## config.mk

```make
export PLATFORM = sky130hd
export DESIGN_NAME = nmea_sentence_validator_top_flat
export DESIGN_NICKNAME = d
export VERILOG_FILES = /design/src/sv/nsv_pkg.sv /design/src/sv/nsv_in_if.sv /design/src/sv/nsv_out_if.sv /design/src/sv/nmea_sentence_validator_top.sv /design/src/sv/nsv_tracker.sv /design/src/sv/nsv_judge.sv /design/src/flat_wrapper.sv
export SDC_FILE = /design/constraint.sdc
export NUM_CORES = 1
export LEC_CHECK = 0
export ABC_AREA = 1
export BUFFER_PORTS_ARGS = -buffer_cell sky130_fd_sc_hd__buf_2
export CAP_MARGIN = 40
export CORE_ASPECT_RATIO = 0.8
export CORE_UTILIZATION = 35
export DETAILED_ROUTE_END_ITERATION = 12
export GPL_ROUTABILITY_DRIVEN = 1
export PLACE_DENSITY = 0.55
export SYNTH_ARGS = -nofsm -noshare
export SYNTH_HDL_FRONTEND = slang
export SYNTH_SLANG_ARGS = --single-unit
```

## constraint.sdc

```tcl
create_clock -name clk -period 4.8 [get_ports clk]
set_input_delay 0.48 -clock clk [delete_from_list [all_inputs] [get_ports clk]]
set_output_delay 0.48 -clock clk [all_outputs]
set_load 0.05 [all_outputs]
```

## src/sv/nsv_pkg.sv

```systemverilog
// ----------------------------------------------------------------------------
// nsv_pkg
// Types, constants and helper functions shared by the sentence validator.
// ----------------------------------------------------------------------------
package nsv_pkg;

    localparam int unsigned HEAD_LEN = 6;
    localparam int unsigned TAIL_LEN = 3;
    localparam int unsigned HIST_LEN = 3;
    localparam logic [3:0]  POS_MAX  = 4'd15;
    localparam logic [3:0]  LONG_POS = 4'd8;

    // Sentence bytes are stored first byte at index 0, so the header
    // constants are written with their characters in reverse order.
    typedef logic [HEAD_LEN-1:0][7:0] head_t;
    typedef logic [TAIL_LEN-1:0][7:0] tail_t;
    typedef logic [HIST_LEN-1:0][7:0] hist_t;

    localparam head_t HDR_INACC = "CCANI$";
    localparam head_t HDR_GPRMC = "CMRPG$";
    localparam head_t HDR_GNRMC = "CMRNG$";
    localparam head_t HDR_GPGGA = "AGGPG$";
    localparam head_t HDR_GNGGA = "AGGNG$";

    localparam logic [7:0] CHAR_DOLLAR = 8'h24;
    localparam logic [7:0] CHAR_G      = 8'h47;
    localparam logic [7:0] CHAR_STAR   = 8'h2A;

    typedef enum logic [2:0] {
        VERDICT_RMC       = 3'd0,
        VERDICT_GGA       = 3'd1,
        VERDICT_OTHER     = 3'd2,
        VERDICT_INACC     = 3'd3,
        VERDICT_BAD_FRAME = 3'd4,
        VERDICT_BAD_SUM   = 3'd5
    } verdict_t;

    typedef struct packed {
        head_t      head;
        tail_t      tail;
        logic       long_ok;
        logic [7:0] csum;
    } frame_t;

    // Bit 4 of the result is set when the byte is not a hex digit.
    function automatic logic [4:0] hex_val(input logic [7:0] c);
        logic [4:0] v;
        v = 5'h10;
        if (c >= "0" && c <= "9")
        begin
            v = {1'b0, c[3:0]};
        end
        else if ((c >= "a" && c <= "f") || (c >= "A" && c <= "F"))
        begin
            v = {1'b0, c[3:0] + 4'd9};
        end
        return v;
    endfunction

endpackage

```

## src/sv/nsv_in_if.sv

```systemverilog
// ----------------------------------------------------------------------------
// nsv_in_if
// Character channel: one sentence byte per beat, with an end flag.
// ----------------------------------------------------------------------------
interface nsv_in_if;
    logic       valid;
    logic       ready;
    logic [7:0] data_byte;
    logic       last_byte;

    modport source (output valid, output data_byte, output last_byte, input ready);
    modport sink   (input valid, input data_byte, input last_byte, output ready);
endinterface

```

## src/sv/nsv_out_if.sv

```systemverilog
// ----------------------------------------------------------------------------
// nsv_out_if
// Verdict channel: one result per sentence beat.
// ----------------------------------------------------------------------------
interface nsv_out_if;
    logic       valid;
    logic       ready;
    logic [2:0] verdict;
    logic [7:0] computed_sum;
    logic [7:0] received_sum;

    modport source (output valid, output verdict, output computed_sum,
                    output received_sum, input ready);
    modport sink   (input valid, input verdict, input computed_sum,
                    input received_sum, output ready);
endinterface

```

## src/sv/nmea_sentence_validator_top.sv

```systemverilog
// Path: the final byte loads the frame register, then the result register.
// Throughput: one byte per cycle; the frame and result registers form a two-slot
// pipeline, so a stalled result blocks input only once both slots are full.
// Reset: rst_n clears the sentence state and both valid flags asynchronously.
// ----------------------------------------------------------------------------
// nmea_sentence_validator_top
// NMEA 0183 sentence checker: framing, checksum and sentence class.
// ----------------------------------------------------------------------------
module nmea_sentence_validator_top
    import nsv_pkg::*;
(
    input  logic       clk,
    input  logic       rst_n,
    nsv_in_if.sink     sentence,
    nsv_out_if.source  result
);

    logic   accept;
    logic   frame_valid;
    logic   frame_take;
    logic   judge_busy;
    frame_t frame;

    assign frame_take     = frame_valid && !judge_busy;
    assign sentence.ready = !frame_valid || frame_take;
    assign accept         = sentence.valid && sentence.ready;

    nsv_tracker u_tracker (
        .clk         (clk),
        .rst_n       (rst_n),
        .accept      (accept),
        .data_byte   (sentence.data_byte),
        .last_byte   (sentence.last_byte),
        .frame_take  (frame_take),
        .frame_valid (frame_valid),
        .frame       (frame)
    );

    nsv_judge u_judge (
        .clk        (clk),
        .rst_n      (rst_n),
        .frame_take (frame_take),
        .frame      (frame),
        .busy       (judge_busy),
        .result     (result)
    );

`ifndef SYNTHESIS
    a_final_fills_frame: assert property (@(posedge clk) disable iff (!rst_n)
        accept && sentence.last_byte |=> frame_valid)
        else $error("final byte beat did not load the frame register");

    a_full_blocks_input: assert property (@(posedge clk) disable iff (!rst_n)
        frame_valid && judge_busy |-> !sentence.ready)
        else $error("input ready while both pipeline slots are full");

    a_unchecked_sums_zero: assert property (@(posedge clk) disable iff (!rst_n)
        result.valid && (result.verdict == VERDICT_BAD_FRAME
                         || result.verdict == VERDICT_INACC)
        |-> result.computed_sum == 8'd0 && result.received_sum == 8'd0)
        else $error("sums not zero for an unchecked sentence");
`endif

endmodule

```

## src/sv/nsv_tracker.sv

```systemverilog
// ----------------------------------------------------------------------------
// nsv_tracker
// Collects header, tail, length and running XOR of the current sentence and
// hands a frame snapshot to the judge on the final byte.
// ----------------------------------------------------------------------------
module nsv_tracker
    import nsv_pkg::*;
(
    input  logic   clk,
    input  logic   rst_n,
    input  logic   accept,
    input  logic [7:0] data_byte,
    input  logic   last_byte,
    input  logic   frame_take,
    output logic   frame_valid,
    output frame_t frame
);

    logic [3:0] pos_reg, pos_next;
    head_t      head_reg, head_next;
    tail_t      tail_reg, tail_next;
    logic [7:0] xor_reg, xor_next;
    hist_t      hist_reg, hist_next;
    logic       frame_valid_reg, frame_valid_next;
    frame_t     frame_reg;

    always_comb
    begin
        hist_next = {hist_reg[1:0], xor_reg};
        xor_next  = (pos_reg != 4'd0) ? (xor_reg ^ data_byte) : xor_reg;
        head_next = head_reg;
        for (int i = 0; i < HEAD_LEN; i++)
        begin
            if (pos_reg == 4'(i))
            begin
                head_next[i] = data_byte;
            end
        end
        tail_next = {data_byte, tail_reg[2:1]};
        pos_next  = (pos_reg < POS_MAX) ? (pos_reg + 4'd1) : pos_reg;
    end

    always_comb
    begin
        frame_valid_next = frame_valid_reg;
        if (accept && last_byte)
        begin
            frame_valid_next = 1'b1;
        end
        else if (frame_take)
        begin
            frame_valid_next = 1'b0;
        end
    end

    always_ff @(posedge clk or negedge rst_n)
    begin
        if (!rst_n)
        begin
            pos_reg         <= '0;
            head_reg        <= '0;
            tail_reg        <= '0;
            xor_reg         <= '0;
            hist_reg        <= '0;
            frame_valid_reg <= 1'b0;
        end
        else
        begin
            frame_valid_reg <= frame_valid_next;
            if (accept)
            begin
                if (last_byte)
                begin
                    pos_reg  <= '0;
                    head_reg <= '0;
                    tail_reg <= '0;
                    xor_reg  <= '0;
                    hist_reg <= '0;
                end
                else
                begin
                    pos_reg  <= pos_next;
                    head_reg <= head_next;
                    tail_reg <= tail_next;
                    xor_reg  <= xor_next;
                    hist_reg <= hist_next;
                end
            end
        end
    end

    always_ff @(posedge clk)
    begin
        if (accept && last_byte)
        begin
            frame_reg.head    <= head_next;
            frame_reg.tail    <= tail_next;
            frame_reg.long_ok <= (pos_reg >= LONG_POS);
            frame_reg.csum    <= hist_next[2];
        end
    end

    assign frame_valid = frame_valid_reg;
    assign frame       = frame_reg;

endmodule

```

## src/sv/nsv_judge.sv

```systemverilog
// ----------------------------------------------------------------------------
// nsv_judge
// Checks a sentence frame and holds the verdict in the result register.
// ----------------------------------------------------------------------------
module nsv_judge
    import nsv_pkg::*;
(
    input  logic   clk,
    input  logic   rst_n,
    input  logic   frame_take,
    input  frame_t frame,
    output logic   busy,
    nsv_out_if.source result
);

    logic       valid_reg, valid_next;
    verdict_t   verdict_reg, verdict_next;
    logic [7:0] csum_reg, csum_next;
    logic [7:0] rsum_reg, rsum_next;
    logic [4:0] hi, lo;
    logic       is_inacc, bad_frame, is_rmc, is_gga;

    always_comb
    begin
        hi        = hex_val(frame.tail[1]);
        lo        = hex_val(frame.tail[2]);
        is_inacc  = (frame.head == HDR_INACC);
        is_rmc    = (frame.head == HDR_GPRMC) || (frame.head == HDR_GNRMC);
        is_gga    = (frame.head == HDR_GPGGA) || (frame.head == HDR_GNGGA);
        bad_frame = !frame.long_ok || (frame.head[0] != CHAR_DOLLAR)
                    || (frame.head[1] != CHAR_G) || (frame.tail[0] != CHAR_STAR);
        csum_next = '0;
        rsum_next = '0;
        priority if (is_inacc)
        begin
            verdict_next = VERDICT_INACC;
        end
        else if (bad_frame)
        begin
            verdict_next = VERDICT_BAD_FRAME;
        end
        else if (hi[4] || lo[4])
        begin
            csum_next    = frame.csum;
            verdict_next = VERDICT_BAD_SUM;
        end
        else
        begin
            csum_next = frame.csum;
            rsum_next = {hi[3:0], lo[3:0]};
            priority if (rsum_next != frame.csum)
            begin
                verdict_next = VERDICT_BAD_SUM;
            end
            else if (is_rmc)
            begin
                verdict_next = VERDICT_RMC;
            end
            else if (is_gga)
            begin
                verdict_next = VERDICT_GGA;
            end
            else
            begin
                verdict_next = VERDICT_OTHER;
            end
        end
    end

    always_comb
    begin
        valid_next = valid_reg;
        if (frame_take)
        begin
            valid_next = 1'b1;
        end
        else if (result.ready)
        begin
            valid_next = 1'b0;
        end
    end

    always_ff @(posedge clk or negedge rst_n)
    begin
        if (!rst_n)
        begin
            valid_reg <= 1'b0;
        end
        else
        begin
            valid_reg <= valid_next;
        end
    end

    always_ff @(posedge clk)
    begin
        if (frame_take)
        begin
            verdict_reg <= verdict_next;
            csum_reg    <= csum_next;
            rsum_reg    <= rsum_next;
        end
    end

    assign busy                = valid_reg && !result.ready;
    assign result.valid        = valid_reg;
    assign result.verdict      = verdict_reg;
    assign result.computed_sum = csum_reg;
    assign result.received_sum = rsum_reg;

endmodule

```

## src/flat_wrapper.sv

```systemverilog
// flat-port wrapper written by rule: the top's interface ports become plain ports
module nmea_sentence_validator_top_flat import nsv_pkg::*;
  (clk, rst_n, sentence_valid, sentence_data_byte, sentence_last_byte, sentence_ready, result_valid, result_verdict, result_computed_sum, result_received_sum, result_ready);
  nsv_in_if sentence_i ();
  nsv_out_if result_i ();
  input  logic clk;
  input  logic rst_n;
  input wire logic [$bits(sentence_i.valid)-1:0] sentence_valid;
  input wire logic [$bits(sentence_i.data_byte)-1:0] sentence_data_byte;
  input wire logic [$bits(sentence_i.last_byte)-1:0] sentence_last_byte;
  output wire logic [$bits(sentence_i.ready)-1:0] sentence_ready;
  output wire logic [$bits(result_i.valid)-1:0] result_valid;
  output wire logic [$bits(result_i.verdict)-1:0] result_verdict;
  output wire logic [$bits(result_i.computed_sum)-1:0] result_computed_sum;
  output wire logic [$bits(result_i.received_sum)-1:0] result_received_sum;
  input wire logic [$bits(result_i.ready)-1:0] result_ready;
  assign sentence_i.valid = sentence_valid;
  assign sentence_i.data_byte = sentence_data_byte;
  assign sentence_i.last_byte = sentence_last_byte;
  assign sentence_ready = sentence_i.ready;
  assign result_valid = result_i.valid;
  assign result_verdict = result_i.verdict;
  assign result_computed_sum = result_i.computed_sum;
  assign result_received_sum = result_i.received_sum;
  assign result_i.ready = result_ready;
  nmea_sentence_validator_top u_core (.clk(clk), .rst_n(rst_n), .sentence(sentence_i), .result(result_i));
endmodule
```

==> results.yml, run 1 <==
run_status:
  run_status: "complete, no violations"
yosys:
  flops_latches_synth: 194
  synthesis.nets: 817
  synth_area_leader_cell: "edfxtp_1"
  synth_cell_types: 41
  synthesis.yosys.warnings: 0
  post_syn_area_per_cell_um2: 10.5
  top_area_cells_in_the_synthesized_netlist: "edfxtp_1 (36%), dfrtp_1 (28%), nand2_1 (7.4%), inv_1 (4.7%), o21ai_0 (3.8%)"
  syn_inst: 793
  ys_seq_area_frac: 0.642
  synth_top_area_share: 0.360
  synth_area_um2: 8340
critical_path:
  r2r_end: "u_core.u_tracker.xor_reg[7]"
  cpMaxStageDelayCell: "clkinv_1"
  worstPathMaxFanout: 21
  crit_required_ps: 5080
  crit_path_start_kind: "register"
  r2r_setup_slack_ps: 1990
  worst_r2r_startpoint: "u_core.u_judge.result.valid"
  critical_path.cell_chain: "nand3_1, nand2_2, clkinv_1, nand2_1, inv_1, a21oi_1, nor3_1"
  cp_arrival_ps: 3100
  crit_type: "reg -> reg"
  timing.critical_path.to_type: "register"
  number_of_cell_instances_on_the_worst_register_to_register_path: 7
  critical_path.max_stage_delay_ps: 590
run:
  cap_viol_max_count: 0
sta:
  clock_period_minus_worst_slack_ps: 2810
  slew_violations: 0
  max_clock_freq_mhz: 355
  sum_of_negative_setup_slack_ps: 0
  setup_ws_ps: 1990
  timing.hold.ws_ps: 150
  finalHoldViolCount: 0
  max-slew-margin-rel: 0.437
  final_min_period_over_clock_period: 0.586
  clock_skew_ps: 10.1
  grt_setup_unrepaired: "no"
  setup_violations: 0
  tightest_slew_ps: 844
cts:
  cts-root-buf: "clkbuf_16"
  path_clk_slew_ps: 70
  htree_num_levels: 4
  clock_insertion_delay_worst_skew_ps: 430
  postCtsSetupBuffers: 0
  clock_tree_buffer_depth: 2
  post_cts_hold_buffer_count: 0
  cts-buffers-inserted: 17
  cts_tree: "built"
  cts.sink_count: 194
  cts_repair_resize_count: 0
die:
  num_rows: 50
  die_footprint_um2: 24400
  floorplan.io_pins: 34
  floorplan.initialDensity: 0.356
  dieWidth_um: 175
  core_area_um2: 23400
  die-height_um: 140
place:
  dpl_worst_slack_ps: 1760
  routabilityCongestion: 0.826
  dp_hpwl_mm: 12.2
  place.port_buffers: 33
global_route:
  grt_max_degree: 62
  overflow: 0
  first_global_vias: 5161
  all_layer_global_routing_usage: 0.159
  first_pass_grt_wire_length_mm: 29.6
  grt_antenna_before_repair: 0
routing:
  vias: 5534
  routed_wire_length_per_instance_um: 15.8
  drc_errors: 0
  first_iter_violations: 417
  ant_nets: 0
  drt-vias-per-instance: 4.80
  firstDrtPassIters: 8
  finalWirelength_mm: 18.2
cells_and_area:
  finish.net_count: 852
  layout.cells.most_common: "nand2_1"
  layout_common_cells: "nand2_1 (163), inv_1 (105), edfxtp_1 (100), dfrtp_1 (94), o21ai_0 (64)"
  synthesis_to_layout_area_growth_pct: 13.8
  post_route_cells_drive_above_1_share: 0.117
  largest_register_ff_count: 81
  diodes: 0
hold_path:
  worst_hold_path_type: "in -> async"
power_and_ir_drop:
  report.power.total_mw: 3.85
  power_density_nw_per_um2: 406
  power.leakage_nw: 4.11
  vdd.ir_drop.worst_mv: 0.213
## worst max-delay path by stage
| stage | startpoint | end | cells after the start |
|---|---|---|---|
| after global routing | u_core.u_judge.result.valid | u_core.u_tracker.xor_reg[7] | 7 |
| after detailed placement | result_ready | u_core.u_tracker.xor_reg[7] | 9 |
| after floorplan | u_core.u_judge.result.valid | u_core.u_tracker.frame[0] | 4 |
| after CTS | u_core.u_judge.result.valid | u_core.u_tracker.xor_reg[7] | 7 |
| after global placement | result_ready | u_core.u_tracker.xor_reg[7] | 9 |
| final | u_core.u_judge.result.valid | u_core.u_tracker.xor_reg[7] | 7 |
## metrics by stage
stage,util,instance area (um2),cells
after floorplan,-,8340,793
after global placement,0.378,8840,1118
after detailed placement,0.380,8900,1121
after CTS,0.405,9490,1153
after global routing,0.405,9490,1153
final,0.405,9490,1153
## cells by family after synthesis
| logic type | Yosys count | synth area share |
|---|---|---|
| compound gates | 150 | 0.110 |
| fa+ha+maj | 11 | 0.0165 |
| xor+xnor | 5 | 0.00525 |
| flops | 194 | 0.642 |
| simple gates | 299 | 0.165 |
| buf+inv | 134 | 0.0605 |
## where the power goes
part	total, mW	leakage, nW	switching (mW)	internal [mW]
registers	1.99	2.24	0.0732	1.92
clock network	1.39	0.275	0.616	0.778
logic	0.465	1.60	0.324	0.141
## critical path: cells and delay by family (launching register included)
kind | cells | cell delay [ps]
AO/OA/AOI/OAI | 1 | 210
flip-flops | 1 | 410
buffers and inverters | 2 | 860
AND/OR/NAND/NOR | 4 | 1180
## per-layer routing
layer,part of all wire,vias to the layer above,track usage
met5,0,-,0
met4,0.0066,0,0.0357
li1,-,2742,-
met2,0.41,114,0.217
met1,0.54,2668,0.255
met3,0.039,10,0.0307
## area by class of cell
class,instances,area (um2)
Fill cell,2306,13900
Sequential cell,194,5360
Multi-Input combinational cell,465,2490
Clock buffer,22,485
Inverter,111,417
Clock inverter,10,97.6
Tap cell,312,390
Timing Repair Buffer,39,249
## synth_stat cells, drive strengths merged
| master | instances |
|---|---|
| ha | 11 |
| a21oi | 15 |
| o21ai | 68 |
| inv | 109 |
| clkinv | 2 |
| a22o | 16 |
| a211oi | 1 |
| edfxtp | 100 |
| o22ai | 16 |
| nor3 | 20 |
| buf | 3 |
| xnor2 | 1 |
| or2 | 1 |
| nand3 | 33 |
| o21a | 33 |
| nor4 | 6 |
| nand3b | 3 |
| nand4 | 10 |
| a31oi | 1 |
| nor4b | 2 |
| and2 | 1 |
| nand2 | 174 |
| dfrtp | 94 |
| nor2 | 46 |
| nor3b | 2 |
| xor2 | 4 |
| and3 | 1 |
| clkbuf | 20 |
Power figures use the tool's default switching activity.
==> run 2: changes to the inputs <==
- clock period: 4.8 -> 2.64 ns (I/O delays scaled with it)
==> run 2 against run 1 <==
- die area did not move
- first-iteration DRC count rose by 18%
- total power grew 91%
- count of clock-buffer cells in the layout down 3
- global-route usage increased by 0.68 points
- largest power group unchanged
- largest cell class unchanged
- combinational power increased by 86%
- critical path depth increased by 8
- sequential power grew 82%
- highest routed layer unchanged
==> results.yml, run 2 (synthesis gave the netlist of run 1 again) <==
run_status:
  run_status: "complete, no violations"
global_route:
  first_pass_grt_wire_length_mm: 30.4
  grt_max_degree: 80
  all_layer_global_routing_usage: 0.165
  first_global_vias: 5387
  grt_antenna_before_repair: 0
  overflow: 0
power_and_ir_drop:
  power.switching_fraction: 0.258
  combPwrFrac: 0.117
  netSwitchingPower_mw: 1.90
  internal-power_mw: 5.47
  power_frac_seq: 0.491
  vdd.ir_drop.worst_mv: 0.477
  clock_network_power_share: 0.392
  power.leakage_nw: 4.19
  report.power.total_mw: 7.37
  power_density_nw_per_um2: 765
cts:
  cts_repair_resize_count: 0
  cts-buffers-inserted: 17
  cts_tree: "built"
  clock_insertion_delay_worst_skew_ps: 440
  path_clk_slew_ps: 70
  clock_tree_buffer_depth: 2
  cts.sink_count: 194
  htree_num_levels: 4
  cts-root-buf: "clkbuf_16"
die:
  floorplan.io_pins: 34
  num_rows: 50
  dieWidth_um: 175
  die-height_um: 140
  core_area_um2: 23400
  floorplan.initialDensity: 0.356
  die_footprint_um2: 24400
routing:
  finalWirelength_mm: 18.7
  firstDrtPassIters: 5
  routed_wire_length_per_instance_um: 16.1
  drc_errors: 0
  ant_nets: 0
  first_iter_violations: 491
  drt-vias-per-instance: 4.79
  vias: 5571
cells_and_area:
  layout_common_cells: "nand2_1 (163), inv_1 (105), edfxtp_1 (100), dfrtp_1 (94), o21ai_0 (64)"
  diodes: 0
  finalCoreUtilization: 0.412
  post_route_cells_drive_above_1_share: 0.128
  finish.net_count: 862
  largest_register_ff_count: 81
  post-route-cell-area_um2: 9640
  final_cells: 1163
  layout.cells.most_common: "nand2_1"
  synthesis_to_layout_area_growth_pct: 15.6
critical_path:
  critical_path.cell_chain: "inv_1, ha_1, nand2_4, nor2_1, nor2_2, nand2_1, nand2_4, nand3_1, nand2_1, clkinv_1, nand2_1, nor2_2, nand4_2, nand2_1, inv_1"
  cpMaxStageDelayCell: "edfxtp_1"
  timing.critical_path.to_type: "register"
  crit_path_start_kind: "register"
  timing.critical_path.mode_cell: "nand2_1"
  worstPathMaxFanout: 6
  crit_type: "reg -> reg"
  crit_required_ps: 2840
  cp_arrival_ps: 2390
  critical_path.max_stage_delay_ps: 470
sta:
  timing.hold.ws_ps: 62.0
  finalHoldViolCount: 0
  grt_setup_unrepaired: "no"
  final_min_period_over_clock_period: 0.829
  clock_skew_ps: 9.49
  setup_violations: 0
  max_clock_freq_mhz: 457
  max-slew-margin-rel: 0.498
  clock_period_minus_worst_slack_ps: 2190
  tightest_slew_ps: 746
  setup_ws_ps: 452
  sum_of_negative_setup_slack_ps: 0
  slew_violations: 0
place:
  dp_cells: 1130
  routabilityCongestion: 0.825
  place.port_buffers: 33
  placed_cell_area_um2: 8960
  dpl_worst_slack_ps: 462
  dp_hpwl_mm: 12.3
run:
  cap_viol_max_count: 0
hold_path:
  worst_hold_path_type: "in -> reg"
## run 2: worst paths after layout
path	endpoint	start	depth (start not counted)	slack, ps
setup / recovery	u_core.u_judge.result.verdict[2]	u_core.u_tracker.frame[17]	15	450
setup reg to reg	u_core.u_judge.result.verdict[2]	u_core.u_tracker.frame[17]	15	450
hold / removal	u_core.u_tracker.frame[26]	sentence_data_byte[1]	1	60
max in group asynchronous	u_core.u_tracker.tail_next[5]	rst_n	3	1500
min in group asynchronous	u_core.u_tracker.head_reg[25]	rst_n	2	380
hold reg to reg	u_core.u_tracker.frame[1]	u_core.u_tracker.hist_next[17]	0	450
## run 2: routing by layer
layer | track usage | part of all wire | vias to the layer above
met3 | 0.0383 | 0.050 | 15
met5 | 0 | 0 | -
li1 | - | - | 2758
met4 | 0.0412 | 0.0091 | 0
met2 | 0.225 | 0.40 | 120
met1 | 0.261 | 0.54 | 2678
## run 2: power by group through the flow
| stage | registers, mW | clock network [mW] | logic (mW) |
|---|---|---|---|
| after floorplan | 3.70 | 0 | 0.554 |
| after global placement | 3.67 | 0 | 0.857 |
| final | 3.62 | 2.89 | 0.863 |
| after detailed placement | 3.68 | 0 | 0.870 |
| after CTS | 3.62 | 2.94 | 0.875 |
| after global routing | 3.65 | 3.08 | 0.985 |
## run 2: repair_timing
item,CTS,global route
hold endpoints to repair,40,0
hold buffers,1,0
buffers inserted,0,0
## run 2: layout make-up
type                       count  area [um2]
clock buffer                  19         475
clock inverter                13         191
fill                        2245       13800
inverter                     111         417
multi-input combinational    465        2490
sequential                   194        5360
tap                          312         390
timing repair buffer          49         315
## run 2: critical path, delay by kind of cell, from the launching register on
| kind | cells | cell delay [ps] |
|---|---|---|
| simple gates | 11 | 990 |
| flops | 1 | 470 |
| buf+inv | 3 | 280 |
| fa+ha+maj | 1 | 220 |
==> run 3: changes to the inputs <==
- PLACE_DENSITY: 0.55 -> 0.57
- clock period: 2.64 -> 1.9 ns (I/O delays scaled with it)
==> run 3 against run 2 <==
- the flow now finishes with violations (setup timing)
- combinational power grew 51%
- clock skew is 1.3 ps lower
- flip-flop and latch count unchanged
- total power increased by 33%
- clock power rose by 21%
- non-clock buffer count up 32
- largest power group unchanged
- highest routed layer unchanged
==> results.yml, run 3 (synthesis gave the netlist of run 1 again) <==
run_status:
  run_status: "finished, violations left"
  violations: "setup timing"
routing:
  drc_errors: 0
  drt-vias-per-instance: 4.77
  ant_nets: 0
  finalWirelength_mm: 18.2
  routed_wire_length_per_instance_um: 15.3
  first_iter_violations: 442
  firstDrtPassIters: 5
  vias: 5705
power_and_ir_drop:
  power.leakage_nw: 4.32
  report.power.total_mw: 9.81
  vdd.ir_drop.worst_mv: 0.445
  power_density_nw_per_um2: 990
critical_path:
  worst_r2r_startpoint: "u_core.u_tracker.frame[18]"
  crit_buf_inv: 2
  crit_required_ps: 2100
  number_of_cell_instances_on_the_worst_register_to_register_path: 13
  cell_family_contributing_the_most_delay_on_the_critical_path: "simple AND/OR/NAND/NOR gates"
  timing.critical_path.to_type: "register"
  critical_path.max_stage_delay_ps: 400
  r2r_end: "u_core.u_judge.result.verdict[2]"
  cpMaxStageDelayCell: "edfxtp_1"
  worstPathMaxFanout: 7
  critical_path.cell_chain: "inv_2, ha_2, nand2_2, nand3_4, nand2_8, nand3_1, nand3_1, nand2_1, nand2_1, nor2_2, nand4_2, nand2_1, inv_1"
  crit_type: "reg -> reg"
  timing.critical_path.mode_cell: "nand2_1"
  r2r_setup_slack_ps: -30
  cp_arrival_ps: 2130
  crit_path_start_kind: "register"
sta:
  final_min_period_over_clock_period: 1.02
  sum_of_negative_setup_slack_ps: -37.4
  slew_violations: 0
  finalHoldViolCount: 0
  grt_setup_unrepaired: "yes"
  clock_skew_ps: 8.20
  clock_period_minus_worst_slack_ps: 1930
  setup_ws_ps: -31.4
  setup_violations: 2
  tightest_slew_ps: 569
  max-slew-margin-rel: 0.620
  max_clock_freq_mhz: 518
global_route:
  grt_max_degree: 42
  first_global_vias: 5404
  grt-busiest-layer: "met2"
  grt.met3_usage: 0.0304
  all_layer_global_routing_usage: 0.156
  grt.met1_usage: 0.227
  overflow: 0
  grt_use_met2: 0.237
  first_pass_grt_wire_length_mm: 29.2
  grt_antenna_before_repair: 0
die:
  floorplan.io_pins: 34
  core_area_um2: 23400
  die-height_um: 140
  floorplan.initialDensity: 0.356
  dieWidth_um: 175
  die_footprint_um2: 24400
  num_rows: 50
cells_and_area:
  layout.cells.most_common: "nand2_1"
  nFillCells: 2221
  diodes: 0
  layout_common_cells: "nand2_1 (161), inv_1 (103), edfxtp_1 (100), dfrtp_1 (93), o21ai_0 (63)"
  final_cells: 1195
  largest_register_ff_count: 81
  finalCoreUtilization: 0.424
  finish.net_count: 894
  synthesis_to_layout_area_growth_pct: 18.9
  post_route_cells_drive_above_1_share: 0.178
cts:
  cts-root-buf: "clkbuf_16"
  cts_tree: "built"
  path_clk_slew_ps: 70
  htree_num_levels: 4
  clock_tree_buffer_depth: 2
  cts.sink_count: 194
  cts-buffers-inserted: 17
  clock_insertion_delay_worst_skew_ps: 430
place:
  dp_cells: 1159
  place.port_buffers: 33
  routabilityCongestion: 0.824
  dp_hpwl_mm: 12.1
hold_path:
  worst_hold_path_type: "in -> reg"
  hold_path_end: "u_core.u_tracker.frame[29]"
  min_from: "sentence_data_byte[4]"
  worstHoldPathCells: 1
run:
  cap_viol_max_count: 0
[run 3: repair_timing]
action,in CTS,in global routing
hold endpoints to repair,31,0
buffers inserted,2,0
pin swaps,2,9
resized for setup,7,11
endpoints found under the setup margin,10,11
hold buffers,2,0
[run 3: worst max-delay path by stage]
stage                                             to                  startpoint  slack (ps)  cells past startpoint
4_1_cts        u_core.u_judge.result.received_sum[1]  u_core.u_tracker.frame[46]         -20                      8
2_1_floorplan       u_core.u_judge.result.verdict[2]  u_core.u_tracker.frame[18]           3                     14
5_1_grt             u_core.u_judge.result.verdict[2]  u_core.u_tracker.frame[17]        -180                     14
6_report            u_core.u_judge.result.verdict[2]  u_core.u_tracker.frame[18]         -30                     13
3_3_place_gp   u_core.u_judge.result.received_sum[1]  u_core.u_tracker.frame[46]         -30                      8
3_5_place_dp   u_core.u_judge.result.received_sum[1]  u_core.u_tracker.frame[46]         -90                      8
[run 3: area by class of cell]
class                           instances  area [um2]  share of cell area
Clock buffer                           17         425              0.0429
Inverter                              111         417              0.0420
Sequential cell                       194        5360               0.540
Clock inverter                         15         143              0.0144
Tap cell                              312         390              0.0394
Multi-Input combinational cell        465        2580               0.260
Timing Repair Buffer                   81         603              0.0608
[run 3: report_power, final]
group | switching (mW) | leakage [nW] | internal [mW] | total (mW)
sequential | 0.175 | 2.23 | 4.85 | 5.02
clock | 1.75 | 0.279 | 1.74 | 3.49
combinational | 0.841 | 1.81 | 0.459 | 1.30
total | 2.76 | 4.32 | 7.05 | 9.81
[run 3: through the flow]
| stage | hold slack [ps] | area, um2 | worst slack (ps) |
|---|---|---|---|
| after CTS | 5.05 | 9860 | -21.2 |
| after detailed placement | 181 | 9240 | -87.2 |
| after floorplan | -106 | 8390 | 2.92 |
| final | 26.2 | 9910 | -31.4 |
| after global routing | 10.2 | 9910 | -183 |
| after global placement | 180 | 9240 | -33.0 |
[run 3: per-layer routing]
metal | vias up | wire [um]
li1 | 2828 | -
met1 | 2739 | 9300
met2 | 122 | 8050
met3 | 16 | 722
met4 | 0 | 173
met5 | - | 0
